[src/rtl/msd_pkg.sv]
// ----------------------------------------------------------------------------
// msd_pkg
// Shared types and constants for the multichannel bit-serial driver.
// ----------------------------------------------------------------------------
package msd_pkg;

    localparam int BYTE_W    = 8;
    localparam int CH_W      = 5;
    localparam int SAMPLE_W  = 32;
    localparam int PIN_W     = 32;
    localparam int HDR_W     = 64;
    localparam int BIT_W     = 3;

    localparam int CLK_BIT   = 0;
    localparam int LATCH_BIT = 1;
    localparam int LANE_LSB  = 2;

    localparam logic REQ_BYTE   = 1'b0;
    localparam logic REQ_TICK   = 1'b1;

    localparam logic KIND_PINS  = 1'b0;
    localparam logic KIND_ERROR = 1'b1;

    typedef struct packed {
        logic                valid;
        logic                reject;
        logic                zero_samples;
        logic                no_payload;
        logic [CH_W-1:0]     channels;
        logic [SAMPLE_W-1:0] samples;
    } hdr_res_t;

    typedef struct packed {
        logic             wr_en;
        logic [CH_W-1:0]  wr_lane;
        logic [BIT_W-1:0] bit_sel;
        logic [CH_W-1:0]  lane_count;
    } lane_ctl_t;

endpackage

[src/rtl/msd_hdr.sv]
// ----------------------------------------------------------------------------
// msd_hdr
// Header collector: shifts in the 8-byte header, then checks the channel
// count and the payload size in the pipelined s1 and s2 steps.
// ----------------------------------------------------------------------------
module msd_hdr #(
    parameter int MAX_PAYLOAD_BYTES = 8192,
    parameter int MAX_CHANNELS      = 30
) (
    input  logic                                 clk,
    input  logic                                 rst_n,
    input  logic                                 byte_en,
    input  logic [msd_pkg::BYTE_W-1:0]           rx_byte,
    output msd_pkg::hdr_res_t                    res,
    output logic                                 busy,
    output logic [$clog2(MAX_PAYLOAD_BYTES)-1:0] total
);

    import msd_pkg::*;

    localparam int AW     = $clog2(MAX_PAYLOAD_BYTES);
    localparam int PROD_W = CH_W + SAMPLE_W;
    localparam int TOT_W  = PROD_W + 1;

    logic [HDR_W-1:0]  header_reg, header_next;
    logic [2:0]        count_reg, count_next;
    logic              s1_reg, s1_next;
    logic              s2_reg, s2_next;
    logic [PROD_W-1:0] prod_reg, prod_next;
    logic              big_reg, big_next;
    logic [TOT_W-1:0]  total_full;

    always_comb
    begin
        header_next = header_reg;
        count_next  = count_reg;
        s1_next     = 1'b0;
        s2_next     = s1_reg;
        prod_next   = prod_reg;
        big_next    = big_reg;
        if (byte_en)
        begin
            header_next = {header_reg[HDR_W-BYTE_W-1:0], rx_byte};
            if (count_reg == 3'd7)
            begin
                count_next = '0;
                s1_next    = 1'b1;
            end
            else
            begin
                count_next = count_reg + 3'd1;
            end
        end
        if (s1_reg)
        begin
            prod_next = PROD_W'(header_reg[SAMPLE_W +: CH_W]) *
                        PROD_W'(header_reg[SAMPLE_W-1:0]);
            big_next  = header_reg[HDR_W-1:SAMPLE_W] > SAMPLE_W'(MAX_CHANNELS);
        end
    end

    always_ff @(posedge clk or negedge rst_n)
    begin
        if (!rst_n)
        begin
            header_reg <= '0;
            count_reg  <= '0;
            s1_reg     <= 1'b0;
            s2_reg     <= 1'b0;
        end
        else
        begin
            header_reg <= header_next;
            count_reg  <= count_next;
            s1_reg     <= s1_next;
            s2_reg     <= s2_next;
        end
    end

    always_ff @(posedge clk)
    begin
        prod_reg <= prod_next;
        big_reg  <= big_next;
    end

    assign total_full       = {prod_reg, 1'b0};
    assign total            = total_full[AW-1:0];
    assign busy             = s1_reg || s2_reg;
    assign res.valid        = s2_reg;
    assign res.reject       = big_reg || (total_full >= TOT_W'(MAX_PAYLOAD_BYTES));
    assign res.zero_samples = header_reg[SAMPLE_W-1:0] == '0;
    assign res.no_payload   = prod_reg == '0;
    assign res.channels     = header_reg[SAMPLE_W +: CH_W];
    assign res.samples      = header_reg[SAMPLE_W-1:0];

endmodule

[config.mk]
export PLATFORM = sky130hd
export DESIGN_NAME = msd_hdr
export DESIGN_NICKNAME = d
export VERILOG_FILES = /design/src/rtl/msd_pkg.sv /design/src/rtl/msd_hdr.sv
export SDC_FILE = /design/constraint.sdc
export NUM_CORES = 1
export LEC_CHECK = 0
export ABC_AREA = 1
export BUFFER_PORTS_ARGS = -buffer_cell sky130_fd_sc_hd__buf_2
export CORE_MARGIN = 3
export CORE_UTILIZATION = 57
export CTS_CLUSTER_DIAMETER = 60
export DETAILED_ROUTE_END_ITERATION = 7
export PLACE_DENSITY = 0.84
export SYNTH_ARGS = -nofsm -noshare
export SYNTH_HDL_FRONTEND = slang
export SYNTH_SLANG_ARGS = --single-unit
[constraint.sdc]
create_clock -name clk -period 3.6 [get_ports clk]
set_input_delay 0 -clock clk [delete_from_list [all_inputs] [get_ports clk]]
set_output_delay 0 -clock clk [all_outputs]
set_load 0.005 [all_outputs]
==> flow_summary.ini <==
[logic_synthesis]
netlist_instances = 1411
yosysUniqueCellTypes = 29
syn_area_sq_um = 10400
syn_nets = 1559
synth_edf_count = 38
synth-async-reset-ratio = 0.645
syn_area_per_cell_sq_um = 7.34
seq_area_frac_synth = 0.277
ys_top_cells_by_area = fa_1 (17%), dfrtp_1 (17%), nand2_1 (14%)
yosys_most_used_dff = dfrtp_1
ys_warn_count = 0
synth_top_area_frac = 0.174
synth_seq_cells = 107
synth_area_leader_cell = fa_1

[global_routing]
grt_max_degree = 131
grt_pass1_vias = 8886
antenna_found_initial = 1
grt_use_total = 0.264
grt_pass1_wl_um = 42100
grt_remaining_overflow = 0

[cells_and_area]
drive_gt1_frac = 0.284
fill_cells = 1233
largest_register_ffs = 64
final_nets = 1674
multi_input_area_sq_um = 6510
layout_commonest_cell = inv_1
diodes = 0
layout_common_cells = inv_1 (350), nand2_1 (321), buf_4 (123)
synthToLayoutAreaGrowth_pct = 24.6
seq_area_sq_um = 2870

[critical_path]
crit_fanout = 8
r2r-end = prod_reg[33]$_DFFE_PP_
r2r_slack_ns = -0.32
slowest_stage = fa_1
cp.required_ns = 3.71
crit_type = reg -> reg
path_cells = clkbuf_16, nand2_2, inv_2, fa_1, fa_1, inv_2, fa_1, inv_2, ha_4, nand2_4, nor2_4, inv_2, nor2_1, nand2_1, nand2_2, nand2_2, nand3_2, nand2_2
cp.arrival_ns = 4.04
critPathBufInv = 5
cp-end-kind = flip-flop
crit_path_max_incr_delay_ns = 0.62
r2r_start = header_reg[35]$_DFFE_PN0P_
start_kind = flip-flop
worstRegToRegCells = 18
crit_family = adder cells

[sta]
layout_min_cycle_time_ns = 3.92
finClkSkew_ns = 0.0164
rsz0062_at_grt = true
tightest_slew_ns = 1.12
setup_viol = 27
drv_slew = 0
relSlewSlack = 0.244
finalWorstSetupSlack_ns = -0.321
fin_crit_sh = 1.09
final-hold-violation-count = 0
max_freq_mhz = 255

[hold_path]
hp-start = byte_en
hold_path_class = in -> reg
hold_end = s1_reg$_DFF_PN0_
holdPathStages = 3

[place]
place_ws_ns = -0.259
numPortBuffers = 64
dp_hpwl_um = 20700
place_congestion = 0.943

[die]
die_area_sq_um = 19800
die_h_um = 141
core_area_sq_um = 17500
pin_count = 66
fp.dieW_um = 141
placementRows = 48
start_util = 0.590

[detailed_routing]
dr.pass1.iters = 5
ant_nets = 0
via_per_inst = 5.21
post-route-drc-count = 0
drtIter0Drc = 761
wl_per_cell_um = 15.8
vias = 9144
routed_wirelength_um = 27800

[clock_network]
cts_root_buffer = clkbuf_16
cts_htree_levels = 3
tritoncts = yes
cts_max_path_buffers = 2
clk-insertion-delay-late_ns = 0.37
path_clk_slew_ns = 0.08
cts_sinks = 107
numCtsBuffers = 9

[pwr]
power.ir.vdd_worst_uv = 551
p_leak_nw = 7.25
finalPower_mw = 12.8
p_per_area_nw_per_um2 = 990

[status]
violations = negative setup slack
status = finished with violations

[run]
maxCapViolCount = 0
## cells by family (layout without fill, tap and decap cells)
family	after synthesis	after routing	synth area share
compound gates	123	123	0.0613
xor+xnor	17	17	0.0144
fa+ha+maj	137	137	0.231
buf+inv	474	594	0.191
flops	107	107	0.277
mux	5	5	0.00544
other cells	1	1	0.000362
simple gates	547	547	0.220
## power by group
part,switching (mW),leakage (nW),total (mW),internal [mW]
registers,0.161,1.18,1.90,1.74
logic,5.62,5.92,9.82,4.20
clock network,0.546,0.153,1.05,0.508
## metal layers
metal	routed length (um)	vias to the layer above	global-route usage
met5	0	-	0
met4	1120	0	0.0826
met3	2020	99	0.0414
met2	13500	434	0.450
met1	11200	4283	0.348
li1	-	4328	-
## area by class of cell
type                    count  share of cell area
inverters                 373               0.109
well taps                 225              0.0218
flip-flops and latches    107               0.222
clock buffers               9              0.0175
clock inverters             7             0.00688
repair buffers            205               0.118
multi-input cells         830               0.505
## metrics by stage
stage / setup TNS [ns] / instance area, sq um / hold WS (ns) / cells / utilization
floorplan: -0.0272 / 10900 / -0.296 / 1411 / -
global placement: -1.99 / 11800 / 0.217 / 1716 / 0.674
detailed placement: -3.18 / 11800 / 0.230 / 1716 / 0.674
CTS: -2.49 / 12400 / 0.284 / 1744 / 0.706
global route: -8.77 / 12900 / 0.379 / 1756 / 0.736
finish: -5.74 / 12900 / 0.299 / 1756 / 0.736
## what timing repair did
action / in CTS / in global routing
endpoints found under the setup margin: 25 / 30
hold buffers: 9 / 0
gates cloned: 0 / 4
hold endpoints to repair: 57 / 0
resized for setup: 50 / 103
buffers inserted: 3 / 8
pin swaps: 11 / 60
## Yosys cell counts (11+ instances only)
cell / number
nand3_1: 24
nor2_1: 74
nor4_1: 15
fa_1: 90
a21oi_1: 52
buf_4: 51
nand4_1: 13
o21ai_0: 65
edfxtp_1: 38
nor3_1: 11
xor2_1: 17
dfrtp_1: 69
nand2_1: 377
nand2_2: 18
ha_1: 47
clkbuf_1: 38
inv_1: 373
## worst max path at each step
| stage | start | slack (ns) | to | cells after the start |
|---|---|---|---|---|
| 2_1_floorplan | header_reg[34]$_DFFE_PN0P_ | -0.01 | prod_reg[34]$_DFFE_PP_ | 19 |
| 6_report | header_reg[35]$_DFFE_PN0P_ | -0.32 | prod_reg[33]$_DFFE_PP_ | 18 |
| 4_1_cts | header_reg[34]$_DFFE_PN0P_ | -0.18 | prod_reg[33]$_DFFE_PP_ | 18 |
| 3_5_place_dp | header_reg[36]$_DFFE_PN0P_ | -0.26 | prod_reg[33]$_DFFE_PP_ | 16 |
| 3_3_place_gp | header_reg[36]$_DFFE_PN0P_ | -0.20 | prod_reg[32]$_DFFE_PP_ | 16 |
| 5_1_grt | header_reg[35]$_DFFE_PN0P_ | -0.41 | prod_reg[28]$_DFFE_PP_ | 18 |
## worst min-delay path, stage by stage
cell,delay (ns)
buf_4,0.41
nand2_1,0.18
inv_1,0.03
(Power assumes the default switching activity.)
