## config.mk

```make
export PLATFORM = sky130hd
export DESIGN_NAME = msd_lanes
export DESIGN_NICKNAME = d
export VERILOG_FILES = /design/src/rtl/msd_pkg.sv /design/src/rtl/msd_lanes.sv
export SDC_FILE = /design/constraint.sdc
export NUM_CORES = 1
export LEC_CHECK = 0
export BUFFER_PORTS_ARGS = -buffer_cell sky130_fd_sc_hd__buf_4
export CORE_MARGIN = 8
export CORE_UTILIZATION = 61
export DETAILED_ROUTE_END_ITERATION = 7
export HOLD_SLACK_MARGIN = 0.15
export PLACE_DENSITY_LB_ADDON = 0.08
export SYNTH_ARGS = -nofsm -noshare
export SYNTH_HDL_FRONTEND = slang
export SYNTH_SLANG_ARGS = --single-unit
```

## constraint.sdc

```tcl
create_clock -name clk -period 2.5 [get_ports clk]
set_clock_uncertainty 0.15 [all_clocks]
set_input_delay 0.625 -clock clk [delete_from_list [all_inputs] [get_ports clk]]
set_output_delay 0.625 -clock clk [all_outputs]
set_load 0.01 [all_outputs]
```

## src/rtl/msd_pkg.sv

```systemverilog
// ----------------------------------------------------------------------------
// msd_pkg
// Shared types and constants for the multichannel bit-serial driver.
// ----------------------------------------------------------------------------
package msd_pkg;

    localparam int BYTE_W    = 8;
    localparam int CH_W      = 5;
    localparam int SAMPLE_W  = 32;
    localparam int PIN_W     = 32;
    localparam int HDR_W     = 64;
    localparam int BIT_W     = 3;

    localparam int CLK_BIT   = 0;
    localparam int LATCH_BIT = 1;
    localparam int LANE_LSB  = 2;

    localparam logic REQ_BYTE   = 1'b0;
    localparam logic REQ_TICK   = 1'b1;

    localparam logic KIND_PINS  = 1'b0;
    localparam logic KIND_ERROR = 1'b1;

    typedef struct packed {
        logic                valid;
        logic                reject;
        logic                zero_samples;
        logic                no_payload;
        logic [CH_W-1:0]     channels;
        logic [SAMPLE_W-1:0] samples;
    } hdr_res_t;

    typedef struct packed {
        logic             wr_en;
        logic [CH_W-1:0]  wr_lane;
        logic [BIT_W-1:0] bit_sel;
        logic [CH_W-1:0]  lane_count;
    } lane_ctl_t;

endpackage

```

## src/rtl/msd_lanes.sv

```systemverilog
// ----------------------------------------------------------------------------
// msd_lanes
// Byte-plane cache: one byte per channel for the current sample byte, and
// the selected bit of every active channel.
// ----------------------------------------------------------------------------
module msd_lanes #(
    parameter int MAX_CHANNELS = 30
) (
    input  logic                       clk,
    input  msd_pkg::lane_ctl_t         ctl,
    input  logic [msd_pkg::BYTE_W-1:0] wr_byte,
    output logic [MAX_CHANNELS-1:0]    lane_bits
);

    import msd_pkg::*;

    logic [BYTE_W-1:0] plane_reg [MAX_CHANNELS];

    for (genvar c = 0; c < MAX_CHANNELS; c++)
    begin : g_lane
        always_ff @(posedge clk)
        begin
            if (ctl.wr_en && (ctl.wr_lane == CH_W'(c)))
            begin
                plane_reg[c] <= wr_byte;
            end
        end

        assign lane_bits[c] = plane_reg[c][ctl.bit_sel] && (CH_W'(c) < ctl.lane_count);
    end

endmodule

```

==> results by group, run 1 <==
Synthesis
  – Synth top cells by count: 240 x edfxtp_1, 67 x mux2_2, 37 x o22ai_1
  – Yosys top cell area share: 73.62%
  – Synthesized flop and latch total: 240
  – Top FF cell, synth: edfxtp_1
  – Post-synthesis cell count: 589
  – Post-synth net total: 612
  – Top-count cell post-synth: edfxtp_1
  – Syn Area/Cell: 16.62 um^2
  – Asr flop ratio synth: 0%
  – Post-synth EDFFs: 240
  – Yosys warns: 0
  – Seq/Total Area, Yosys: 73.62%
  – Cell taking the most area after synthesis: edfxtp_1
  – Post-Syn Area: 9789 um^2
  – Netlist cell types: 43
  – Main area contributors after synthesis: edfxtp_1 74%, mux2_2 7.7%, o22ai_1 2.4%, mux2i_1 2.1%, a211oi_1 1.7%

Route
  – DRC: 0
  – DRT iter0 DRCs: 538
  – DR vias/cell: 6.358
  – Routed Antenna Nets: 0
  – Final wirelength: 27.21 mm
  – Via count: 6320
  – Routed len/inst: 27.37 um
  – DR pass1 iterations: 5

Power and ir drop
  – Power Dens Cells: 663.7 nW/um^2
  – Internal power: 6.864 mW
  – Clock power share: 38.3%
  – Switching Fraction: 22.29%
  – Net Switching: 1.969 mW
  – Combinational power share: 10.9%
  – Total Power: 8.833 mW
  – Peak supply drop: 0.7874 mV
  – LEAKAGE: 4.678 nW
  – Sequential fraction of design power: 50.8%

Timing
  – Worst slew margin: 68.28%
  – Max Freq: 371.5 MHz
  – Tmin final: 2.692 ns
  – Worst-margin pin slew: 0.4759 ns
  – Endpoints failing hold: 0
  – Final Max Slew Viols: 0
  – RSZ-0062 raised after global routing: yes
  – Worst Slack Setup Final: -0.1921 ns
  – Tcrit/Tclk final: 107.7%
  – Final setup violating endpoints: 18
  – Setup TNS: -0.7338 ns

Floorplan
  – Core Footprint: 15770 um^2
  – Die Area: 20360 um^2
  – Die Ht: 142.7 um
  – Std-Cell Rows: 46
  – Num ports: 53
  – Initial cell density of the core: 62.08%
  – Die X-Extent: 142.7 um

Final layout
  – Post-route cell area: 13310 um^2
  – Finished Core Util: 84.39%
  – Layout cells sized above 1: 51.29%
  – Non-filler cells, final: 994
  – ANT cells: 0
  – Largest register FFs: 240
  – P&R area growth vs syn: 35.95%
  – Final layout net count: 785

GRT
  – Largest net degree at the start of global routing: 31
  – First-pass GRT wire length: 38.54 mm
  – Congestion Overflow GR: 0
  – Vias in the first global route: 6462
  – Global Route Usage Sum: 25.38%
  – Antenna violations before repair: 0

Clock network
  – Worst-path clk slew: 0.07 ns
  – CTS tree: done
  – # clock sinks: 240
  – Clk root buf: clkbuf_16
  – Htree depth: 1
  – Max clock buf depth: 3
  – CTS buffer count: 25

Setup path
  – Critical Path RT: 1.73 ns
  – Crit Path Class: register to output pin
  – CP arrival: 1.92 ns
  – Worst Setup Start Kind: register
  – CP Max Fanout: 1
  – Endpoint type of the worst setup path: output pin

Placement
  – Detail Placement HPWL: 14.00 mm
  – Placed Cells: 913
  – IO buf count: 52
  – Placed inst area: 11070 um^2
  – Routability cong.: 0.8299

Hold path
  – Hold Path Class: input port to register

Run
  – MaxCap Viol Count: 0

Status
  – Failing checks: negative setup slack
  – Outcome: complete, but fails checks
[per-layer routing]
layer	GRT usage (%)	vias up	wire [um]
li1	-	2690	-
met1	32.60	3216	10750
met2	43.71	353	13810
met3	4.508	61	1932
met4	6.711	0	713
met5	0	-	0
[repair_timing]
item / 4_1_cts / 5_1_grt
buffers inserted: 11 / 20
hold buffers: 0 / 0
pin swaps: 28 / 30
gates resized for setup: 130 / 81
gates cloned: 9 / 3
setup endpoints to repair: 30 / 30
[metrics by stage]
stage	hold slack (ns)	setup WS (ns)
final	0.4361	-0.1921
after global routing	0.4308	-0.2150
after CTS	0.4290	-0.1674
after detailed placement	0.9564	-0.2679
after global placement	0.9603	-0.2518
after floorplan	0.5739	-0.02587
[worst max-delay path, stage by stage, from the launching register on]
cell and delay (ns):
edfxtp_1 0.38, mux4_2 0.48, mux2_4 0.28, and3_4 0.15
buf_6 0.11
[logic make-up after synthesis]
family,count (synthesis),synth area share [%]
buf+inv,43,2.428
flops,240,73.62
mux,92,10.77
compound gates,91,6.531
simple gates,123,6.646
[final cells by class]
class,instances,area (um^2)
Inverter,2,7.507
Sequential cell,240,7207
Fill cell,752,2461
Tap cell,216,270.3
Timing Repair Buffer,186,1886
Multi-Input combinational cell,307,3204
Clock inverter,13,90.09
Clock buffer,30,644.4
[power by group through the flow]
stage / logic, mW / registers (mW) / clock network, mW
6_report: 0.961 / 4.49 / 3.38
5_1_grt: 0.997 / 4.49 / 3.57
4_1_cts: 0.836 / 4.49 / 3.39
3_5_place_dp: 0.662 / 4.57 / 0
3_3_place_gp: 0.653 / 4.57 / 0
2_1_floorplan: 0.316 / 4.57 / 0
[cell usage in the layout (no fill, tap or decap), drive strengths merged, types with 2 or more instances in the layout]
cell type,n
inv,3
nand2b,9
nand4,3
o221ai,3
nor4,9
a2111oi,8
mux2,67
clkinv,11
a21oi,5
mux2i,21
a21o,2
nor2,25
nand3,4
buf,182
a2bb2oi,3
o21ai,2
a211oi,22
nand4b,2
clkbuf,33
o22ai,37
mux4,4
nor2b,25
nor3,21
edfxtp,240
a31oi,3
nand2,15
or2,5
[final timing paths]
kind	from	end	slack, ns	cells past startpoint
min	wr_byte[0]	plane_reg[0][40]$_DFFE_PP_	0.44	1
max	plane_reg[1][27]$_DFFE_PP_	lane_bits[19]	-0.19	4
Power figures use the tool's default switching activity.
==> inputs of run 2 (changes only) <==
- clock period: 2.5 -> 3.1 ns (I/O delays scaled with it)
==> run 2 against run 1 <==
The flow now finishes without violations. Via count fell by 10%. Die area did not move. First-iteration DRC count rose by 0.37%. Sequential cell count did not move. Utilization fell by 12 points. Hold slack improved by 0.14 ns. Global-route usage fell by 3.0 points. Sequential power fell by 19%. Sequential share of layout area rose by 9.1 points.
==> results by group, run 2 (synthesis results as in run 1) <==
Status
  – Outcome: completed

Placement
  – Detail Placement HPWL: 13.44 mm
  – Routability cong.: 0.7849
  – IO buf count: 52
  – Placed inst area: 10700 um^2

GRT
  – First-pass GRT wire length: 33.80 mm
  – Congestion Overflow GR: 0
  – Antenna violations before repair: 0
  – Global Route Usage Sum: 22.39%
  – Vias in the first global route: 5828
  – Largest net degree at the start of global routing: 41

Final layout
  – # fillers: 1031
  – Post-route cell area: 11400 um^2
  – Largest register FFs: 240
  – ANT cells: 0
  – Most common cell after layout, fill and taps aside: edfxtp_1
  – Finished Core Util: 72.30%
  – P&R area growth vs syn: 16.48%
  – Final layout net count: 699
  – Commonest cells after routing, fill and taps aside: 240 x edfxtp_1, 93 x buf_4, 67 x mux2_2
  – Layout cells sized above 1: 30.57%

Floorplan
  – Die Ht: 142.7 um
  – Die Area: 20360 um^2
  – Std-Cell Rows: 46
  – Num ports: 53
  – Die X-Extent: 142.7 um
  – Initial cell density of the core: 62.08%
  – Core Footprint: 15770 um^2

Route
  – Routed len/inst: 24.98 um
  – Final wirelength: 22.56 mm
  – DR vias/cell: 6.266
  – Routed Antenna Nets: 0
  – DRC: 0
  – DRT iter0 DRCs: 540
  – Via count: 5658
  – DR pass1 iterations: 5

Setup path
  – Crit Path Class: input port to output pin
  – Worst Setup Start Kind: input port
  – Endpoint type of the worst setup path: output pin
  – CP arrival: 2.11 ns
  – Critical Path RT: 2.17 ns
  – CP Max Fanout: 11

Timing
  – Tcrit/Tclk final: 97.88%
  – Worst slew margin: 51.92%
  – RSZ-0062 raised after global routing: no
  – Final Max Slew Viols: 0
  – Endpoints failing hold: 0
  – Worst-margin pin slew: 0.7185 ns
  – Final setup violating endpoints: 0
  – Tmin final: 3.034 ns
  – Hold Slack: 0.5735 ns
  – Max Freq: 329.6 MHz

Clock network
  – Postcts setup bufs: 0
  – CTS buffer count: 24
  – Worst-path clk slew: 0.06 ns
  – CTS Hold Bufs: 0
  – # clock sinks: 240
  – Htree depth: 1
  – Clk root buf: clkbuf_16
  – CTS tree: done
  – Max clock buf depth: 3

Hold path
  – Hold Path Depth: 1
  – Hold Path Class: input port to register

Power and ir drop
  – Power Dens Cells: 585.7 nW/um^2
  – Peak supply drop: 0.5393 mV
  – LEAKAGE: 3.808 nW

Run
  – MaxCap Viol Count: 0
## run 2: changes by cell type in the layout (fill, tap and decap cells not counted), sizes merged
cell / previous run / this run
or2: 5 / 4
buf: 182 / 102
clkinv: 11 / 6
inv: 3 / 2
bufbuf: 1 / 0
clkbuf: 33 / 31
bufinv: 1 / 0
## run 2: report_power, final
part	leakage [nW]	total, mW	internal (mW)	switching, mW
combinational	1.31	0.509	0.208	0.302
sequential	2.16	3.62	3.61	0.00822
clock	0.334	2.55	1.45	1.10
total	3.81	6.68	5.27	1.41
## run 2: through the flow
step                      worst slack, ns  TNS, ns  total power [mW]  cells
after global placement            -0.1793  -0.2820             4.179    866
after detailed placement          -0.1889  -0.4077             4.187    866
after global routing              0.01169        0             6.864    903
final                             0.06569        0             6.679    903
after floorplan                    0.1595        0             3.932    589
after CTS                        0.004762        0             6.711    903
## run 2: final timing paths
check	start	end	slack, ns
max	ctl[3]	lane_bits[18]	0.07
min	wr_byte[1]	plane_reg[0][73]$_DFFE_PP_	0.57
## run 2: critical path, stage by stage
cell and delay [ns]:
buf_4 0.19, or2_1 0.22, buf_4 0.23, o221ai_1 0.14, a211oi_1 0.35, buf_4 0.20
## run 2: per-layer routing
layer / global-route usage, % / routed length, um
met2: 36.25 / 10850
met4: 8.110 / 599
met1: 30.00 / 9376
met5: 0 / 0
met3: 3.973 / 1731
## run 2: cell type report
class                   instances  area, um^2  share of cell area (%)
clock inverters                 6       27.53                  0.2414
inverters                       2       7.507                 0.06584
multi-input cells             306        2372                   20.81
repair buffers                102       869.6                   7.626
clock buffers                  31       648.1                   5.684
well taps                     216       270.3                   2.370
flip-flops and latches        240        7207                   63.21
## run 2: what timing repair did
| action | CTS | global route |
|---|---|---|
| hold endpoints to repair | 0 | 0 |
| setup endpoints to repair | 3 | 8 |
| resized for setup | 6 | 4 |
==> inputs of run 3 (changes only) <==
- BUFFER_PORTS_ARGS: -buffer_cell sky130_fd_sc_hd__buf_4 -> -buffer_cell sky130_fd_sc_hd__buf_2
- SKIP_CTS_REPAIR_TIMING: not set -> 1
==> run 3 against run 2 <==
Hold slack better by 0.15 ns. Sequential power is essentially flat. Clock-buffer cell count shrank 3. Utilization increased by 0.17 points. Global-route usage decreased by 0.25 points. Fmax is 0.66% higher. Power grew 4.1%. Worst setup slack improved by 0.020 ns. Largest cell class unchanged.
==> results by group, run 3 (synthesis results as in run 1) <==
Final layout
  – Largest register FFs: 240
  – Commonest cells after routing, fill and taps aside: 240 x edfxtp_1, 67 x mux2_2, 51 x buf_2
  – Most common cell after layout, fill and taps aside: edfxtp_1
  – Final layout net count: 706
  – P&R area growth vs syn: 16.76%
  – # fillers: 1055
  – Reg area: 7207 um^2
  – Post-route cell area: 11430 um^2
  – Multi-input gate area: 2369 um^2
  – Layout cells sized above 1: 31.86%

Route
  – Via count: 5671
  – Final wirelength: 22.34 mm
  – DRC: 0
  – DR vias/cell: 6.184
  – DR pass1 iterations: 5
  – Routed len/inst: 24.36 um
  – Routed Antenna Nets: 0
  – DRT iter0 DRCs: 509

Run
  – MaxCap Viol Count: 0

Clock network
  – # clock sinks: 240
  – Worst-path clk slew: 0.06 ns
  – Max clock buf depth: 3
  – CTS buffer count: 24
  – CTS tree: done
  – Clk root buf: clkbuf_16
  – Htree depth: 1

Power and ir drop
  – Clock power share: 41.1%
  – Net Switching: 1.442 mW
  – Internal power: 5.513 mW
  – LEAKAGE: 3.858 nW
  – Power Dens Cells: 608.5 nW/um^2
  – Combinational power share: 6.9%
  – Sequential fraction of design power: 52.0%
  – Switching Fraction: 20.73%
  – Peak supply drop: 0.5422 mV

GRT
  – First-pass GRT wire length: 33.69 mm
  – Antenna violations before repair: 2
  – Vias in the first global route: 5703
  – Congestion Overflow GR: 0
  – Largest net degree at the start of global routing: 39
  – Global Route Usage Sum: 22.14%

Status
  – Outcome: completed

Setup path
  – Critical Path RT: 2.17 ns
  – Crit Path Class: input port to output pin
  – Crit path largest cell delay: 0.33 ns
  – CP Launch Point: ctl[6]
  – CP Max Fanout: 20
  – Worst path slowest cell: mux2_2
  – CP arrival: 2.09 ns
  – CP Cell Sequence: buf_8, buf_12, buf_4, mux2_2, o22ai_1, nor3_1, buf_2
  – Endpoint type of the worst setup path: output pin
  – Worst Setup Start Kind: input port

Floorplan
  – Std-Cell Rows: 46
  – Die Area: 20360 um^2
  – Die X-Extent: 142.7 um
  – Initial cell density of the core: 62.08%
  – Die Ht: 142.7 um
  – Num ports: 53
  – Core Footprint: 15770 um^2

Timing
  – Tcrit/Tclk final: 97.24%
  – Final Max Slew Viols: 0
  – Worst-margin pin slew: 0.8404 ns
  – Final setup violating endpoints: 0
  – Worst slew margin: 43.77%
  – Tmin final: 3.015 ns
  – Endpoints failing hold: 0
  – Hold Slack: 0.7280 ns
  – Max Freq: 331.7 MHz
  – RSZ-0062 raised after global routing: yes

Placement
  – IO buf count: 52
  – Routability cong.: 0.8296
  – Detail Placement HPWL: 13.55 mm
  – Placed inst area: 10610 um^2

Hold path
  – Hold Path Class: input port to register
  – HP Start: ctl[8]
[run 3: worst max-delay path: cells and delay by family]
kind                   cells  cell delay [ns]
buffers and inverters      4             0.67
muxes                      1             0.33
AOI/OAI and AO/OA          1             0.19
and+or+nand+nor            1             0.10
[run 3: layer usage]
layer | track usage, % | up-vias | wire (um)
met4 | 5.089 | 2 | 391
met3 | 3.606 | 38 | 1348
met2 | 37.65 | 205 | 11010
met5 | 0 | - | 10
li1 | - | 2541 | -
met1 | 29.42 | 2885 | 9577
[run 3: metrics by stage]
stage / cells / utilization, % / setup TNS (ns) / total power, mW / setup slack, ns
2_1_floorplan: 589 / - / 0 / 3.932 / 0.1595
3_3_place_gp: 873 / 67.26 / -0.004794 / 4.154 / -0.004794
3_5_place_dp: 873 / 67.26 / -0.02038 / 4.162 / -0.02038
4_1_cts: 916 / 72.26 / -0.02969 / 6.991 / -0.02969
5_1_grt: 917 / 72.48 / -0.009067 / 7.144 / -0.009067
6_report: 917 / 72.48 / 0 / 6.955 / 0.08546
[run 3: final timing paths]
| kind | to | slack [ns] | cells past startpoint |
|---|---|---|---|
| worst max-delay path | lane_bits[3] | 0.09 | 7 |
| worst min-delay path | plane_reg[1][36]$_DFFE_PP_ | 0.73 | 3 |
[run 3: layout make-up]
class / count / share of cell area (%)
Clock inverter: 15 / 1.325
Timing Repair Buffer: 109 / 6.875
Inverter: 2 / 0.06568
Clock buffer: 28 / 5.572
Antenna cell: 1 / 0.02189
Tap cell: 216 / 2.365
Multi-Input combinational cell: 306 / 20.72
Sequential cell: 240 / 63.05
[run 3: power by group through the flow]
stage	Clock (mW)	Sequential (mW)	Combinational (mW)
2_1_floorplan	0	3.68	0.248
5_1_grt	3.01	3.62	0.511
3_3_place_gp	0	3.69	0.469
4_1_cts	2.89	3.62	0.477
6_report	2.86	3.62	0.479
3_5_place_dp	0	3.69	0.475
